### src/design/pfre_queue.sv
// Two-entry command queue between the front end and the store engine.
module pfre_queue #(
  parameter int W = 21
) (
  input  logic         clk,
  input  logic         rst,
  input  logic         push,
  input  logic [W-1:0] din,
  output logic         ready,
  input  logic         pop,
  output logic         valid,
  output logic [W-1:0] dout
);

  logic [W-1:0] slots [2];
  logic         wptr;
  logic         rptr;
  logic [1:0]   count;
  logic         do_push;
  logic         do_pop;

  assign ready   = count != 2'd2;
  assign valid   = count != 2'd0;
  assign dout    = slots[rptr];
  assign do_push = push && ready;
  assign do_pop  = pop && valid;

  always_ff @(posedge clk) begin
    if (do_push) begin
      slots[wptr] <= din;
    end
    if (rst) begin
      wptr  <= 1'b0;
      rptr  <= 1'b0;
      count <= 2'd0;
    end else begin
      if (do_push) begin
        wptr <= !wptr;
      end
      if (do_pop) begin
        rptr <= !rptr;
      end
      count <= count + 2'(do_push) - 2'(do_pop);
    end
  end

endmodule

### config.mk
export PLATFORM = sky130hd
export DESIGN_NAME = pfre_queue
export DESIGN_NICKNAME = d
export VERILOG_FILES = /design/src/design/pfre_queue.sv
export SDC_FILE = /design/constraint.sdc
export NUM_CORES = 1
export LEC_CHECK = 0
export BUFFER_PORTS_ARGS = -buffer_cell sky130_fd_sc_hd__buf_2
export CORE_ASPECT_RATIO = 1.4
export CORE_MARGIN = 2
export CORE_UTILIZATION = 46
export CTS_CLUSTER_DIAMETER = 120
export DETAILED_ROUTE_END_ITERATION = 10
export PLACE_DENSITY = 0.74
export SKIP_LAST_GASP = 1
export SLEW_MARGIN = 20
export SYNTH_ARGS = -nofsm -noshare
export SYNTH_HDL_FRONTEND = slang
export SYNTH_SLANG_ARGS = --single-unit
### constraint.sdc
create_clock -name clk -period 1.75 [get_ports clk]
set_clock_uncertainty 0.15 [all_clocks]
set_input_delay 0 -clock clk [delete_from_list [all_inputs] [get_ports clk]]
set_output_delay 0 -clock clk [all_outputs]
set_load 0.02 [all_outputs]
==> flow_summary.ini, run 1 <==
[detailed_routing]
ant_nets = 0
dr.pass1.iters = 4
drt_iter0_drc = 36
drcViolationCount = 0
via_per_inst = 5.02
vias = 1100
routed_wl_um = 3360
routedWlPerCell_um = 15.3

[logic_synthesis]
syn_area_um2 = 1770
synthCells = 94
avgSynthCellArea_um2 = 18.8
ys.warnings.count = 0
synth_top_area_share = 0.713
synth_nets = 120
seq_area_frac_synth = 0.770
synth-async-reset-ratio = 0
synthDistinctLibCells = 24
synth_edf_count = 42
ys.flop_type = edfxtp_1
ys_seq_elements = 47
synthTopCellsByCount = edfxtp_1, mux2_1, dfxtp_1
synth.most_common_cell = edfxtp_1
synth_top_area_cell = edfxtp_1
synth_area_leaders = edfxtp_1, mux2_1, dfxtp_1

[min_path]
hold_end = slots[1][19]$_DFFE_PP_
hold_path_depth = 2
hold_path_class = primary input to flip-flop
hp-start = din[19]

[timing]
hold_viol = 0
setup_viol = 0
period_needed_ps = 1690
timing.final.crit_share = 0.965
tns_ps = 0
tightest_slew_ps = 706
fin_ws_ps = 61.8
rsz0062_at_grt = yes
whs_ps = 283
fmax_mhz = 592
maxSlewViolCount = 0
slew-limit-headroom = 0.523

[setup_path]
cp_max_fo = 7
crit_path_max_incr_delay_ps = 380
end_kind = flip-flop
required_ps = 1770
cp_top_family = simple AND/OR/NAND/NOR gates
cp-start-kind = flip-flop
ff2ff_setup_slack_ps = 60
regToRegEndpoint = count[1]$_SDFF_PP0_
path_cells = nor2b_4, o21ba_1, nor2_1, ha_1, nor4_4, nor3_2
arrival_ps = 1710
worstSetupPathType = flip-flop to flip-flop
worstReg2RegStart = count[1]$_SDFF_PP0_
r2r_cells = 6
cp_slowest_cell = dfxtp_2
critPathBufInv = 0

[cts]
cts.sinks = 47
cts-root-buf = clkbuf_8
cts_tree = done
path_clk_slew_ps = 80
cts_max_level = 2
max-clock-path-buffers = 2
cts_made_buffers = 5
clock_latency_ps = 290

[placed_design]
portBuffers = 47
place_ws_ps = -94.2
place_area_um2 = 2090
place.gp.congestion = 0.639
dp_hpwl_um = 2240

[global_routing]
grt_pass1_vias = 1224
grt_pass1_wl_um = 5450
grt_max_degree = 22
overflow = 0
grt_use_total = 0.167
antenna_found_initial = 0

[power]
power_density_nw_per_um2 = 1160
ir_worst_vdd_mv = 0.736
power_leakage_nw = 0.951

[final_layout]
fillCellCount = 273
syn_to_final_growth_pct = 38.6
utilization = 0.667
num_antenna_cells = 0
finalNetCount = 202
drive_gt1_frac = 0.395
design_area_um2 = 2450

[floorplan]
start_util = 0.481
core_um2 = 3680
row_count = 26
io_pins = 48
die_x_um = 56.4
die-area_um2 = 4360
die_h_um = 77.4

[run]
maxCapViolCount = 0

[run_status]
run_status = complete, no violations
registers in the layout (all words and copies together), names as in the netlist, named ones only:
register  count
wptr          1
count         2
slots        42
rptr          1
power by group:
part | total, mW | internal (mW) | switching, mW
Sequential | 1.40 | 1.36 | 0.0393
Combinational | 0.807 | 0.350 | 0.458
Clock | 0.642 | 0.319 | 0.324
stage by stage:
stage | instances | total power [mW]
floorplan | 94 | 1.91
finish | 219 | 2.85
CTS | 218 | 2.87
global route | 219 | 3.00
global placement | 186 | 2.13
detailed placement | 186 | 2.17
final cells by class:
type / count / area (um^2) / share of cell area
inverters: 1 / 7.51 / 0.00306
well taps: 42 / 52.6 / 0.0214
repair inverters: 1 / 7.51 / 0.00306
clock inverters: 1 / 5.00 / 0.00204
clock buffers: 7 / 86.3 / 0.0352
multi-input cells: 44 / 417 / 0.170
repair buffers: 76 / 513 / 0.209
flip-flops and latches: 47 / 1360 / 0.556
per-layer routing:
metal	share of wire	vias up	routed length (um)	global-route usage
li1	-	527	-	-
met1	0.36	538	1200	0.162
met2	0.59	31	1990	0.320
met3	0.040	4	135	0.0517
met4	0.012	0	39	0.0643
met5	0	-	0	0
worst max path at each step:
stage | end | slack, ps | startpoint | cells past startpoint
final | count[1]$_SDFF_PP0_ | 60 | count[1]$_SDFF_PP0_ | 6
after global routing | count[1]$_SDFF_PP0_ | -3 | count[1]$_SDFF_PP0_ | 6
after CTS | count[1]$_SDFF_PP0_ | 20 | count[1]$_SDFF_PP0_ | 6
after detailed placement | count[1]$_SDFF_PP0_ | -90 | count[1]$_SDFF_PP0_ | 6
after global placement | count[1]$_SDFF_PP0_ | 120 | count[1]$_SDFF_PP0_ | 6
after floorplan | slots[0][0]$_DFFE_PP_ | 120 | count[0]$_SDFF_PP0_ | 3
what timing repair did:
item / in CTS / in global routing
buffers inserted: 0 / 0
resized for setup: 3 / 3
setup endpoints to repair: 1 / 22
gates cloned: 0 / 1
hold buffers: 24 / 0
hold endpoints to repair: 47 / 0
kinds of logic (layout without fill, tap and decap cells):
group	count (synthesis)	after routing	share of synthesized area
AO/OA/AOI/OAI	6	6	0.0248
XOR/XNOR	1	1	0.00495
AND/OR/NAND/NOR	15	15	0.0517
adder cells (fa/ha/maj)	1	1	0.00708
multiplexers	21	21	0.134
buffers and inverters	3	86	0.00778
flip-flops	47	47	0.770
cells in the final DEF (no fill, tap or decap):
cell type and n:
nor2_1 4, or2_2 1, nand2b_1 1, clkinv_2 1
buf_2 47, nor3_2 1, nand3_1 1, edfxtp_1 42
clkinvlp_4 2, o31a_1 1, o21ai_1 1, clkbuf_1 1
a21oi_1 1, nor4bb_1 1, o21ai_0 1, mux2_2 3
dlygate4sd3_1 24, nor2b_1 1, nor4_4 1, o21ba_1 1
clkbuf_8 6, a21bo_1 1, and3_1 1, buf_4 5
and3_2 1, nor2b_4 1, ha_1 1, dfxtp_1 4
mux2_1 18, xor2_1 1, nand3b_1 1, dfxtp_2 1
Note: power is estimated with default switching activity, not from simulation.
==> run 2, diff against run 1 <==
Settings changed: CORE_UTILIZATION 46 to 39, PLACE_DENSITY 0.74 to not set.
==> flow_summary.ini, run 2 (synthesis gave the netlist of run 1 again) <==
[global_routing]
grt_use_total = 0.137
antenna_found_initial = 0
grt_max_degree = 22
overflow = 0
grt_pass1_wl_um = 4950
grt_pass1_vias = 1127

[cts]
cts_max_level = 2
cts-root-buf = clkbuf_8
cts_made_buffers = 5
path_clk_slew_ps = 90
cts_tree = done
max-clock-path-buffers = 2
cts.sinks = 47
clock_latency_ps = 300

[timing]
whs_ps = 274
maxSlewViolCount = 0
slew-limit-headroom = 0.671
timing.final.crit_share = 0.944
period_needed_ps = 1650
fmax_mhz = 605
tns_ps = 0
setup_viol = 0
hold_viol = 0
tightest_slew_ps = 487
rsz0062_at_grt = no

[min_path]
hold_path_depth = 2
hp-start = din[1]
hold_end = slots[1][1]$_DFFE_PP_
hold_path_class = primary input to flip-flop

[power]
power_density_nw_per_um2 = 1240
p_clk_frac = 0.298
power.internal_mw = 2.27
ir_worst_vdd_mv = 0.701
combPwrFrac = 0.252
total_power_mw = 3.12
seqPwrFrac = 0.450
p_switching_mw = 0.846
power_leakage_nw = 0.962
sw_frac_of_total = 0.271

[final_layout]
num_antenna_cells = 0
top_register = slots
drive_gt1_frac = 0.401
layout_common_cells = buf_2, edfxtp_1, dlygate4sd3_1
reg.largest.list = slots x42, count x2
finalNetCount = 202
largest_reg_flops = 42
syn_to_final_growth_pct = 41.8
mostFrequentLayoutCell = buf_2

[detailed_routing]
routed_wl_um = 3230
top_layer = met4
wl_met3_um = 144
wl_met1_um = 1210
routedWlPerCell_um = 13.5
drcViolationCount = 0
via_per_inst = 4.50
ant_nets = 0
dr_wl_met2_um = 1820
dr.pass1.iters = 4
vias = 1076
drt_iter0_drc = 27

[floorplan]
row_count = 29
die-area_um2 = 5100
io_pins = 48
core_um2 = 4460
start_util = 0.396
die_h_um = 83.7
die_x_um = 60.9

[run]
maxCapViolCount = 0

[placed_design]
place.gp.congestion = 0.670
dp_hpwl_um = 2150
portBuffers = 47

[setup_path]
ff2ff_setup_slack_ps = 100
critPathBufInv = 0
cp-start-kind = flip-flop
cp_top_family = simple AND/OR/NAND/NOR gates
arrival_ps = 1690
worstSetupPathType = flip-flop to flip-flop
cp_slowest_cell = dfxtp_2
r2r_cells = 6
required_ps = 1790
end_kind = flip-flop
worstReg2RegStart = count[1]$_SDFF_PP0_
crit_path_max_incr_delay_ps = 380
path_cells = nor2b_2, o21ba_1, nor2_1, ha_1, nor4_2, nor3_2
cp_max_fo = 7
regToRegEndpoint = count[1]$_SDFF_PP0_
cp.depth = 6

[run_status]
run_status = complete, no violations
==> run 2: area by class of cell <==
cell class | instances | area, um^2
fill | 378 | 1960
inverter | 1 | 7.51
clock buffer | 5 | 68.8
sequential | 47 | 1360
timing repair buffer | 76 | 513
timing repair inverter | 1 | 7.51
tap | 62 | 77.6
multi-input combinational | 44 | 403
clock inverter | 3 | 67.6
==> run 2: power by group through the flow <==
| stage | sequential, mW | combinational, mW | clock [mW] |
|---|---|---|---|
| 3_3_place_gp | 1.42 | 0.717 | 0 |
| 3_5_place_dp | 1.43 | 0.741 | 0 |
| 6_report | 1.40 | 0.785 | 0.930 |
| 5_1_grt | 1.41 | 0.846 | 0.985 |
| 2_1_floorplan | 1.42 | 0.484 | 0 |
| 4_1_cts | 1.40 | 0.787 | 0.948 |
==> run 2: timing repair <==
item                       in CTS  in global routing
resized for setup               1                  3
hold endpoints to repair       47                  0
cloned                          0                  1
buffers inserted                0                  0
hold buffers                   24                  0
setup endpoints to repair       1                 22
==> run 2: how the worst max path moves through the flow <==
stage | start | endpoint | slack (ps)
floorplan | count[0]$_SDFF_PP0_ | slots[0][0]$_DFFE_PP_ | 120
global placement | count[1]$_SDFF_PP0_ | count[1]$_SDFF_PP0_ | 110
detailed placement | count[1]$_SDFF_PP0_ | count[1]$_SDFF_PP0_ | -20
CTS | count[1]$_SDFF_PP0_ | slots[0][15]$_DFFE_PP_ | 9
global route | count[1]$_SDFF_PP0_ | count[1]$_SDFF_PP0_ | 30
finish | count[1]$_SDFF_PP0_ | count[1]$_SDFF_PP0_ | 100
==> run 2: routing by layer <==
metal,vias to the layer above,global-route usage
met5,-,0
met2,25,0.252
met3,8,0.0434
met1,516,0.126
met4,0,0.0652
li1,527,-
==> run 2: through the flow <==
stage	instances	setup slack, ps	instance area [um^2]	util
CTS	238	9.15	2490	0.558
global route	239	25.0	2510	0.562
floorplan	94	124	1770	-
finish	239	97.5	2510	0.562
detailed placement	206	-23.7	2110	0.474
global placement	206	109	2110	0.474
==> run 3, diff against run 2 <==
Settings changed: BUFFER_PORTS_ARGS -buffer_cell sky130_fd_sc_hd__buf_2 to not set, DONT_BUFFER_PORTS set to 1, SKIP_LAST_GASP 1 to not set, SLEW_MARGIN 20 to not set.
==> flow_summary.ini, run 3 (synthesis gave the netlist of run 1 again) <==
[final_layout]
reg.largest.list = slots x42, count x2
multi_input_comb_area_um2 = 407
top_register = slots
num_antenna_cells = 0
layout_common_cells = edfxtp_1, dlygate4sd3_1, mux2_1
largest_reg_flops = 42
finalNetCount = 159
regArea_um2 = 1360
mostFrequentLayoutCell = edfxtp_1
syn_to_final_growth_pct = 28.5
fillCellCount = 392
utilization = 0.509
drive_gt1_frac = 0.187

[detailed_routing]
dr.pass1.iters = 2
via_per_inst = 4.74
routedWlPerCell_um = 15.5
vias = 929
drcViolationCount = 0
ant_nets = 0
drt_iter0_drc = 8
routed_wl_um = 3050

[timing]
fin_ws_ps = 70.9
fmax_mhz = 596
whs_ps = 15.2
slew-limit-headroom = 0.648
rsz0062_at_grt = no
tns_ps = 0
timing.final.crit_share = 0.959
maxSlewViolCount = 0
tightest_slew_ps = 520
hold_viol = 0
setup_viol = 0
period_needed_ps = 1680

[power]
power_density_nw_per_um2 = 1230
power_leakage_nw = 0.788
ir_worst_vdd_mv = 0.777

[setup_path]
required_ps = 1770
cp_max_fo = 5
cp_slowest_cell = dlygate4sd3_1
end_kind = flip-flop
cp-start-kind = flip-flop
worstSetupPathType = flip-flop to flip-flop
path_cells = buf_4, o21ai_2, xor2_1, nor2_1, dlygate4sd3_1
arrival_ps = 1700
crit_path_max_incr_delay_ps = 560

[floorplan]
die_x_um = 60.9
row_count = 29
io_pins = 48
core_um2 = 4460
die_h_um = 83.7
die-area_um2 = 5100
start_util = 0.396

[cts]
clock_latency_ps = 280
max-clock-path-buffers = 2
cts.sinks = 47
cts_max_level = 2
cts_made_buffers = 5
path_clk_slew_ps = 80
cts_tree = done
cts-root-buf = clkbuf_8

[placed_design]
place_ws_ps = 3.73
place.gp.congestion = 0.624
portBuffers = 0
dp_hpwl_um = 2010

[global_routing]
grt_pass1_wl_um = 4840
grt_max_degree = 15
grt_pass1_vias = 1055
overflow = 0
antenna_found_initial = 0
grt_use_total = 0.132

[run]
maxCapViolCount = 0

[min_path]
hold_path_class = primary input to flip-flop

[run_status]
run_status = complete, no violations
==> run 3: repair_timing <==
| item | in CTS | in global routing |
|---|---|---|
| buffers inserted | 0 | 1 |
| hold buffers | 25 | 0 |
| hold endpoints to repair | 47 | 0 |
| pin swaps | 0 | 2 |
| resized for setup | 1 | 2 |
| endpoints found under the setup margin | 1 | 2 |
==> run 3: layout make-up <==
type                            count  area share
Tap cell                           62      0.0341
Timing Repair Buffer               34       0.140
Inverter                            1     0.00330
Clock buffer                        8      0.0446
Sequential cell                    47       0.599
Multi-Input combinational cell     44       0.179
==> run 3: power by group <==
part,switching (mW),internal (mW)
sequential,0.0452,1.36
clock,0.318,0.370
combinational,0.420,0.272
==> run 3: through the flow <==
step                      cell area (um^2)  power [mW]  std cells
after global placement                1900        2.02        162
after global routing                  2270        2.92        196
after detailed placement              1900        2.04        162
final                                 2270        2.79        196
after floorplan                       1770        1.91         94
after CTS                             2260        2.80        195
==> run 3: worst max-delay path, delay by kind of cell (launching register included) <==
| kind | cells | cell delay [ps] |
|---|---|---|
| xor gates and xnor gates | 1 | 200 |
| AOI/OAI and AO/OA | 1 | 110 |
| buffers and inverters | 2 | 710 |
| and+or+nand+nor | 1 | 70 |
| DFF | 1 | 330 |
==> run 3: final timing paths <==
kind,startpoint,endpoint,slack [ps],depth (start not counted)
max,count[1]$_SDFF_PP0_,flip-flop,70,5
min,pop,count[1]$_SDFF_PP0_,20,3
max reg2reg,count[1]$_SDFF_PP0_,flip-flop,70,5
min reg2reg,wptr$_SDFFE_PP0P_,wptr$_SDFFE_PP0P_,450,2
==> run 3: per-layer routing <==
layer  vias to the layer above  share of wire  track usage
met4                         0          0.012       0.0593
met1                       461           0.36        0.137
met3                         4          0.050       0.0403
li1                        439              -            -
met5                         -              0            0
met2                        25           0.58        0.234
