--- src/design/pfre_pkg.sv ---
// Shared types and constants for the page framebuffer refresh engine.
package pfre_pkg;

  localparam logic [2:0] OP_DRAW  = 3'd0;
  localparam logic [2:0] OP_PLOT  = 3'd1;
  localparam logic [2:0] OP_CLEAR = 3'd2;
  localparam logic [2:0] OP_START = 3'd3;
  localparam logic [2:0] OP_TICK  = 3'd4;

  localparam logic [7:0] CMD_PAGE_BASE = 8'hB0;
  localparam logic [7:0] CMD_COL_LOW   = 8'h00;
  localparam logic [7:0] CMD_COL_HIGH  = 8'h10;

  // position within a page: three command bytes, then data
  localparam logic [1:0] HDR_PAGE = 2'd0;
  localparam logic [1:0] HDR_LOW  = 2'd1;
  localparam logic [1:0] HDR_HIGH = 2'd2;
  localparam logic [1:0] HDR_DATA = 2'd3;

  typedef enum logic [1:0] {
    K_WRITE,
    K_CLEAR,
    K_START,
    K_TICK
  } kind_t;

  typedef struct packed {
    kind_t      kind;
    logic       set;
    logic [7:0] mask;
  } pfre_op_t;

endpackage

--- src/design/pfre_front.sv ---
// Front end: accepts input items, range-checks them and turns them into store commands.
module pfre_front
  import pfre_pkg::*;
#(
  parameter int PAGES   = 8,
  parameter int COLUMNS = 128,
  parameter int AW      = 10
) (
  input  logic          rst,
  input  logic          s_tvalid,
  output logic          s_tready,
  input  logic [39:0]   s_tdata,
  input  logic          init_busy,
  input  logic          q_ready,
  output logic          q_push,
  output pfre_op_t      q_op,
  output logic [AW-1:0] q_addr
);

  localparam int ROWS = PAGES * 8;

  logic [2:0]  op;
  logic [7:0]  column;
  logic [7:0]  row;
  logic        lit;
  logic [15:0] level;
  logic [6:0]  height;
  logic [4:0]  pg;
  logic [2:0]  bit_sel;
  logic [15:0] addr_wide;
  logic        keep;
  logic        col_ok;

  assign op     = s_tdata[2:0];
  assign column = s_tdata[10:3];
  assign row    = s_tdata[18:11];
  assign lit    = s_tdata[19];
  assign level  = s_tdata[35:20];

  assign s_tready = q_ready && !init_busy && !rst;
  assign col_ok   = {1'b0, column} < 9'(COLUMNS);
  assign height   = (level > 16'(ROWS - 1)) ? 7'(ROWS - 1) : level[6:0];

  always_comb begin
    keep      = 1'b0;
    q_op.kind = K_TICK;
    q_op.set  = 1'b1;
    pg        = 5'd0;
    bit_sel   = 3'd0;
    unique case (op)
      OP_DRAW: begin
        keep      = col_ok && ({1'b0, row} < 9'(ROWS));
        q_op.kind = K_WRITE;
        q_op.set  = lit;
        pg        = row[7:3];
        bit_sel   = row[2:0];
      end
      OP_PLOT: begin
        keep      = col_ok;
        q_op.kind = K_WRITE;
        pg        = {1'b0, height[6:3]};
        bit_sel   = height[2:0];
      end
      OP_CLEAR: begin
        keep      = 1'b1;
        q_op.kind = K_CLEAR;
      end
      OP_START: begin
        keep      = 1'b1;
        q_op.kind = K_START;
      end
      OP_TICK: begin
        keep      = 1'b1;
        q_op.kind = K_TICK;
      end
      default: keep = 1'b0;
    endcase
    q_op.mask = 8'b1 << bit_sel;
  end

  assign addr_wide = {11'd0, pg} * 16'(COLUMNS) + {8'd0, column};
  assign q_addr    = addr_wide[AW-1:0];
  assign q_push    = s_tvalid && s_tready && keep;

endmodule

--- config.mk ---
export PLATFORM = sky130hd
export DESIGN_NAME = pfre_front
export DESIGN_NICKNAME = d
export VERILOG_FILES = /design/src/design/pfre_pkg.sv /design/src/design/pfre_front.sv
export SDC_FILE = /design/constraint.sdc
export NUM_CORES = 1
export LEC_CHECK = 0
export BUFFER_PORTS_ARGS = -buffer_cell sky130_fd_sc_hd__buf_4
export CAP_MARGIN = 25
export CORE_AREA = 4 4 41 43
export DETAILED_ROUTE_END_ITERATION = 8
export DIE_AREA = 0 0 45 47
export PLACE_DENSITY = 0.85
export SLEW_MARGIN = 10
export SYNTH_ARGS = -nofsm -noshare
export SYNTH_HDL_FRONTEND = slang
export SYNTH_SLANG_ARGS = --single-unit
--- constraint.sdc ---
create_clock -name vclk -period 4.25
set_input_delay 0.425 -clock vclk [all_inputs]
set_output_delay 0.425 -clock vclk [all_outputs]
set_load 0.01 [all_outputs]
==> results of run 1 <==
[metal layers]
| metal | track usage (%) | share of wire, % |
|---|---|---|
| met3 | 1.916 | 14 |
| met2 | 25.71 | 51 |
| met1 | 13.26 | 34 |
| met4 | 0.5848 | 1.4 |
| met5 | 0 | 0 |
[power by group through the flow]
stage	Clock (mW)	Sequential (mW)	Combinational, mW
after CTS	0	0	0.0641
after global routing	0	0	0.0688
after floorplan	0	0	0.0296
after global placement	0	0	0.0623
after detailed placement	0	0	0.0639
final	0	0	0.0632
[stage by stage]
step	setup WS, ps	utilization [%]	instances	hold slack (ps)
6_report	1818	55.00	100	850.0
4_1_cts	1798	55.00	100	850.1
3_3_place_gp	1817	55.00	100	850.1
5_1_grt	1726	55.00	100	850.0
3_5_place_dp	1797	55.00	100	850.1
2_1_floorplan	2032	-	44	906.7
[logic make-up after synthesis]
| group | share of synthesized area, % |
|---|---|
| XOR/XNOR | 2.273 |
| AO/OA/AOI/OAI | 37.01 |
| buffers and inverters | 16.56 |
| AND/OR/NAND/NOR | 37.66 |
| adder cells (fa/ha/maj) | 6.492 |
[cell type report]
type | count | area, sq um | area share, %
tap | 15 | 18.77 | 2.622
timing repair buffer | 49 | 367.9 | 51.40
inverter | 2 | 7.507 | 1.049
multi-input combinational | 34 | 321.6 | 44.93
[critical path, cell delays in order]
cell	delay, ps
buf_4	120
nor4_4	320
nand4_4	210
o221a_2	290
ha_1	170
ha_1	180
xnor2_1	140
buf_4	140
[final timing paths]
| check | slack [ps] | to | cells after the start | start |
|---|---|---|---|---|
| hold / removal | 850 | q_addr[6] | 0 | s_tdata[9] |
| setup / recovery | 1820 | q_addr[9] | 8 | s_tdata[29] |
[cells in the mapped netlist (2+ instances only)]
master / number / share of area [%]
ha_1: 2 / 6.5
and3_1: 4 / 6.5
inv_1: 2 / 1.9
nor3_1: 5 / 6.5
buf_4: 7 / 14
o221a_2: 2 / 5.8
a21o_1: 2 / 3.9
o221ai_1: 3 / 6.8
==> impl_metrics.ini, run 1 <==
[layout]
layout-drive-gt1-share_pct = 67.06
layout_commonest_cell = buf_4
seq_area_sq_um = 0
finalNetCount = 133
antenna_cells_inserted = 0
n_clock_buffer = 0
layout.cells.most_common_list = buf_4, nor3_1, and3_1
areaGrowthSynthToFinish_pct = 85.71
layout.sequential_cells = 0
nFillCells = 137
design_area_sq_um = 715.7

[route]
post_detailed_routing_wire_length_um = 1348
drc_errors = 0
routedWlPerCell_um = 13.48
avgViaCountPerCell = 5.320
route.antenna.remaining_nets = 0
drtIter0Drc = 2
drt_pre_antenna_iters = 2
num_vias = 532

[sta]
slew-limit-headroom_pct = 72.16
final_max_slew_viol_count = 0
worst_slew_pin_slew_ps = 417.1
fin_crit_sh_pct = 57.22
hold_viol = 0
timing.final.crit_period_ps = 2432
grt_setup_unrepaired = no
setup_viol = 0
max_clock_freq_mhz = 411.2
setup_tns_after_final_layout_ps = 0

[die]
fp-row-count = 13
core-area_sq_um = 1301
fp.dieArea_sq_um = 2115
ios = 67
initial_core_util_pct = 29.62
fp.dieW_um = 45
floorplan.die.height_um = 47

[power_and_ir_drop]
vdd_ir_drop_max_v = 0.00004802
power.sequential.fraction_pct = 0
leakage_power_of_the_design_nw = 0.3722
power.share.combinational_pct = 100.0
p_per_area_nw_per_um2 = 88.37
internal_power_uw = 37.55
clock_power_share_pct = 0
power.net_switching_uw = 25.70
post-layout-total-power_uw = 63.25
switching_share_pct = 40.63

[clock_network]
cts_setup_buffers = 0
ctsResizeCount = 0
cts_hold_repair.buffers = 0

[logic_synthesis]
yosysSeqAreaShare_pct = 0
synth_fp_nets = 90
syn_avg_cell_area_sq_um = 8.758
syn-cell-area_sq_um = 385.4
yosysWarningCount = 0
synth_cells = 44
yosysUniqueCellTypes = 25

[placement]
routabilityCongestion = 0.6698
hpwlAfterDp_um = 1226
numPortBuffers = 49
placed_area_sq_um = 715.7

[outcome]
status = finished clean

[grt]
grt_pass1_wl_um = 2042
grt_pass1_vias = 519
global_route.overflow_total = 0
grt_usage_pct = 12.27
grt_start_max_net_pins = 13
antenna_found_initial = 0

[job]
drv.max_cap_violation_count = 0

[setup_path]
cp-end-kind = output port
critPathRequiredTime_ps = 3830
path_max_fanout = 8
timing.setup.critical_path_class = in -> out
signal_arrival_time_at_the_worst_endpoint_ps = 2010
worst_setup_path_start_kind = input pin

[min_path]
worst_hold_path_type = in -> out
No activity file was read; power rests on OpenSTA's default activity.
==> inputs of run 2 (changes only) <==
- ABC_AREA: default -> 1
- CORE_AREA: 4 4 41 43 -> default
- CORE_MARGIN: default -> 4
- CORE_UTILIZATION: default -> 32
- DIE_AREA: 0 0 45 47 -> default
- PLACE_DENSITY: 0.85 -> 0.84
- clock period: 4.25 -> 2.5 ns (I/O delays scaled with it)
==> run 2 against run 1 <==
Compared with the run above: first-iteration DRC count up 50%; critical endpoint unchanged; power is 79% higher; global-route usage rose by 1.0 points; final area rose by 12%; highest routed layer unchanged; flip-flop and latch count did not move; combinational power increased by 79%.
==> impl_metrics.ini, run 2 <==
[logic_synthesis]
yosysSeqAreaShare_pct = 0
post_synth_main_area_contributors = nand2_1, nor2_1, buf_4, nor2_8, inv_1
synth_largest_type_area_fraction_pct = 16.13
synth_largest_area_cell = nand2_1
synth_fp_nets = 128
yosysUniqueCellTypes = 24
syn_avg_cell_area_sq_um = 5.676
syn-cell-area_sq_um = 465.4
synth_cells = 82
yosysWarningCount = 0
synthMostInstantiatedCell = nand2_1
synth_common_cells = nand2_1, nor2_1, inv_1

[route]
route.antenna.remaining_nets = 0
num_vias = 623
drtIter0Drc = 3
avgViaCountPerCell = 4.482
drc_errors = 0
post_detailed_routing_wire_length_um = 1477
routedWlPerCell_um = 10.63
drt_pre_antenna_iters = 2

[grt]
global_route.overflow_total = 0
grt_start_max_net_pins = 9
met2_usage_pct = 28.02
grt.busiest_layer = met2
grt_usage_pct = 13.30
grt_pass1_wl_um = 2201
global_route.usage.met1_pct = 13.18
met3_track_demand_over_resource_pct = 0.7813
antenna_found_initial = 0
grt_pass1_vias = 602

[layout]
seq_area_sq_um = 0
layoutNonFillerInstCount = 139
layout_commonest_cell = buf_4
finalNetCount = 172
layout.sequential_cells = 0
post-route-util_pct = 59.94
areaGrowthSynthToFinish_pct = 71.77
n_clock_buffer = 0
nFillCells = 137
layout-drive-gt1-share_pct = 55.65
antenna_cells_inserted = 0
layout.cells.most_common_list = buf_4, nand2_1, nor2_1

[placement]
hpwlAfterDp_um = 1403
placedCellCount = 139
routabilityCongestion = 0.7123
numPortBuffers = 49

[sta]
hold_viol = 0
worst_slew_pin_slew_ps = 175.3
fin_crit_sh_pct = 77.15
timing.final.crit_period_ps = 1929
setup_viol = 0
setup_tns_after_final_layout_ps = 0
slew-limit-headroom_pct = 88.28
final_max_slew_viol_count = 0
max_clock_freq_mhz = 518.5
grt_setup_unrepaired = no

[clock_network]
ctsResizeCount = 0
cts_setup_buffers = 0
cts_hold_repair.buffers = 0

[setup_path]
signal_arrival_time_at_the_worst_endpoint_ps = 1680
path_max_fanout = 4
cp-end-kind = output port
worst_setup_path_start_kind = input pin
timing.setup.critical_path_class = in -> out
critPathRequiredTime_ps = 2250

[die]
core-area_sq_um = 1334
floorplan.die.height_um = 46.14
fp.dieArea_sq_um = 2129
initial_core_util_pct = 34.90
fp-row-count = 13
ios = 67
fp.dieW_um = 46.14

[power_and_ir_drop]
p_per_area_nw_per_um2 = 141.5
leakage_power_of_the_design_nw = 0.4785
vdd_ir_drop_max_v = 0.00006517

[job]
drv.max_cap_violation_count = 0

[min_path]
worst_hold_path_type = in -> out

[outcome]
status = finished clean
==> run 2: changes by cell type after synthesis, moves of 3 or more <==
cell,delta
nand2_1,+19
nor2_1,+14
inv_1,+6
inv_2,+5
nor3_1,-5
and3_1,-4
o221ai_1,-3
==> run 2: critical path, cell delays in order <==
cell and delay [ps]:
buf_4 110, or2_4 260, nor2_8 130, nand2_1 110, o21ai_1 130, nand2_1 60
ha_1 180, ha_1 190, nand3_1 80, nand2_1 50, buf_4 130
==> run 2: path summary, 6_finish.rpt <==
path         from         to  cells past startpoint
min    s_tdata[6]  q_addr[3]                      0
max   s_tdata[32]  q_addr[9]                     11
==> run 2: cells by family after synthesis <==
logic type | Yosys count | synth area share, %
simple gates | 51 | 60.49
compound gates | 9 | 12.37
fa+ha+maj | 2 | 5.375
buf+inv | 20 | 21.77
==> run 2: layout make-up <==
cell class | count | area (sq um) | area share (%)
tap | 15 | 18.77 | 2.347
multi-input combinational | 62 | 364.1 | 45.54
timing repair buffer | 49 | 367.9 | 46.01
inverter | 13 | 48.80 | 6.103
==> run 2: per-stage QoR <==
stage	hold WS [ps]	worst slack (ps)	total power, mW	instance area [sq um]
floorplan	591.8	824.6	0.06056	465.4
CTS	500.1	561.9	0.1148	799.5
global placement	500.1	569.0	0.1110	799.5
global route	500.0	439.3	0.1259	799.5
finish	500.0	571.2	0.1131	799.5
detailed placement	500.1	566.1	0.1145	799.5
==> run 2: layer usage <==
| layer | vias to the layer above | part of all wire [%] |
|---|---|---|
| met3 | 4 | 5.3 |
| met5 | - | 0 |
| met1 | 266 | 33 |
| met4 | 0 | 2.2 |
| li1 | 330 | - |
| met2 | 23 | 60 |
==> run 2: where the power goes <==
group | total [mW] | switching [mW] | internal [mW] | leakage [nW]
Clock | 0 | 0 | 0 | 0
Combinational | 0.113 | 0.0488 | 0.0643 | 0.478
Sequential | 0 | 0 | 0 | 0
==> inputs of run 3 (changes only) <==
- clock period: 2.5 -> 1.8 ns (I/O delays scaled with it)
==> run 3 against run 2 <==
Compared with the run above: clock-buffer cell count stayed put; setup slack got worse by 470 ps; cell count increased by 1.4%; routed wire length shrank 5.8%; first-iteration DRC count is 33% lower; largest cell class unchanged.
==> impl_metrics.ini, run 3 (synthesis gave the netlist of run 2 again) <==
[placement]
routabilityCongestion = 0.7100
numPortBuffers = 49
hpwlAfterDp_um = 1312

[route]
num_vias = 615
drtIter0Drc = 2
routedWlPerCell_um = 9.865
drt_pre_antenna_iters = 4
drc_errors = 0
post_detailed_routing_wire_length_um = 1391
avgViaCountPerCell = 4.362
route.antenna.remaining_nets = 0

[die]
fp.dieW_um = 46.14
fp.dieArea_sq_um = 2129
ios = 67
initial_core_util_pct = 34.90
floorplan.die.height_um = 46.14
fp-row-count = 13
core-area_sq_um = 1334

[job]
drv.max_cap_violation_count = 0

[layout]
layout.cells.most_common_list = buf_4, nand2_1, nor2_1
antenna_cells_inserted = 0
areaGrowthSynthToFinish_pct = 76.88
n_clock_buffer = 0
nFillCells = 130
finalNetCount = 174
layout-drive-gt1-share_pct = 58.73
multi_input_area_sq_um = 372.9
layout_commonest_cell = buf_4
layout.sequential_cells = 0
seq_area_sq_um = 0

[grt]
grt_pass1_vias = 553
global_route.overflow_total = 0
antenna_found_initial = 0
grt_start_max_net_pins = 9
grt_pass1_wl_um = 2049
grt_usage_pct = 12.27

[power_and_ir_drop]
clock_power_share_pct = 0
power.share.combinational_pct = 100.0
vdd_ir_drop_max_v = 0.00009552
switching_share_pct = 42.89
power.net_switching_uw = 67.52
internal_power_uw = 89.90
post-layout-total-power_uw = 157.4
leakage_power_of_the_design_nw = 0.4871
p_per_area_nw_per_um2 = 191.2
power.sequential.fraction_pct = 0

[sta]
final_max_slew_viol_count = 0
worst_slew_pin_slew_ps = 175.4
slew-limit-headroom_pct = 88.28
max_clock_freq_mhz = 589.7
timing.final.crit_period_ps = 1696
setup_tns_after_final_layout_ps = 0
hold_viol = 0
setup_viol = 0
fin_crit_sh_pct = 94.21
timing.hold.ws_ps = 360.0

[min_path]
worst_hold_path_type = in -> out

[outcome]
status = finished clean

[setup_path]
path_max_fanout = 2
worst_setup_path_start_kind = input pin
cp-end-kind = output port
signal_arrival_time_at_the_worst_endpoint_ps = 1520
timing.setup.critical_path_class = in -> out
critPathRequiredTime_ps = 1620

[clock_network]
cts_setup_buffers = 0
run 3: worst paths after layout:
kind / from / cells after the start / slack [ps] / to
worst max-delay path: s_tdata[32] / 11 / 100 / q_addr[9]
worst min-delay path: s_tdata[6] / 0 / 360 / q_addr[3]
run 3: power by group through the flow:
| stage | Clock, mW | Combinational [mW] | Sequential, mW |
|---|---|---|---|
| floorplan | 0 | 0.0841 | 0 |
| global placement | 0 | 0.154 | 0 |
| detailed placement | 0 | 0.158 | 0 |
| CTS | 0 | 0.159 | 0 |
| global route | 0 | 0.175 | 0 |
| finish | 0 | 0.157 | 0 |
run 3: final cells by class:
class,instances,area share [%]
Timing Repair Buffer,51,46.50
Multi-Input combinational cell,62,45.29
Inverter,13,5.927
Tap cell,15,2.280
run 3: metal layers:
metal	share of wire, %	vias up	global-route usage [%]	wire length (um)
li1	-	337	-	-
met2	59	23	26.92	823
met1	32	253	12.73	440
met5	0	-	0	0
met4	0.36	0	0.5682	5
met3	8.8	2	0.3906	122
run 3: per-stage QoR:
| stage | area, sq um | setup WS [ps] | utilization [%] | std cells |
|---|---|---|---|---|
| 4_1_cts | 814.5 | 77.13 | 61.07 | 141 |
| 2_1_floorplan | 465.4 | 264.6 | - | 82 |
| 3_5_place_dp | 814.5 | 84.27 | 61.07 | 141 |
| 5_1_grt | 823.3 | -10.90 | 61.73 | 141 |
| 3_3_place_gp | 814.5 | 76.80 | 61.07 | 141 |
| 6_report | 823.3 | 104.2 | 61.73 | 141 |
run 3: worst max-delay path, cell delays in order:
cell and delay, ps:
buf_4 110, or2_4 260, nor2_8 110, nand2_2 70, o21ai_2 120, nand2_1 60
ha_1 180, ha_2 170, nand3_1 70, nand2_1 50, buf_4 130
run 3: timing repair:
action	CTS	global route
hold buffers	0	0
endpoints found under the setup margin	0	1
endpoints found under the hold margin	0	0
resized for setup	0	3
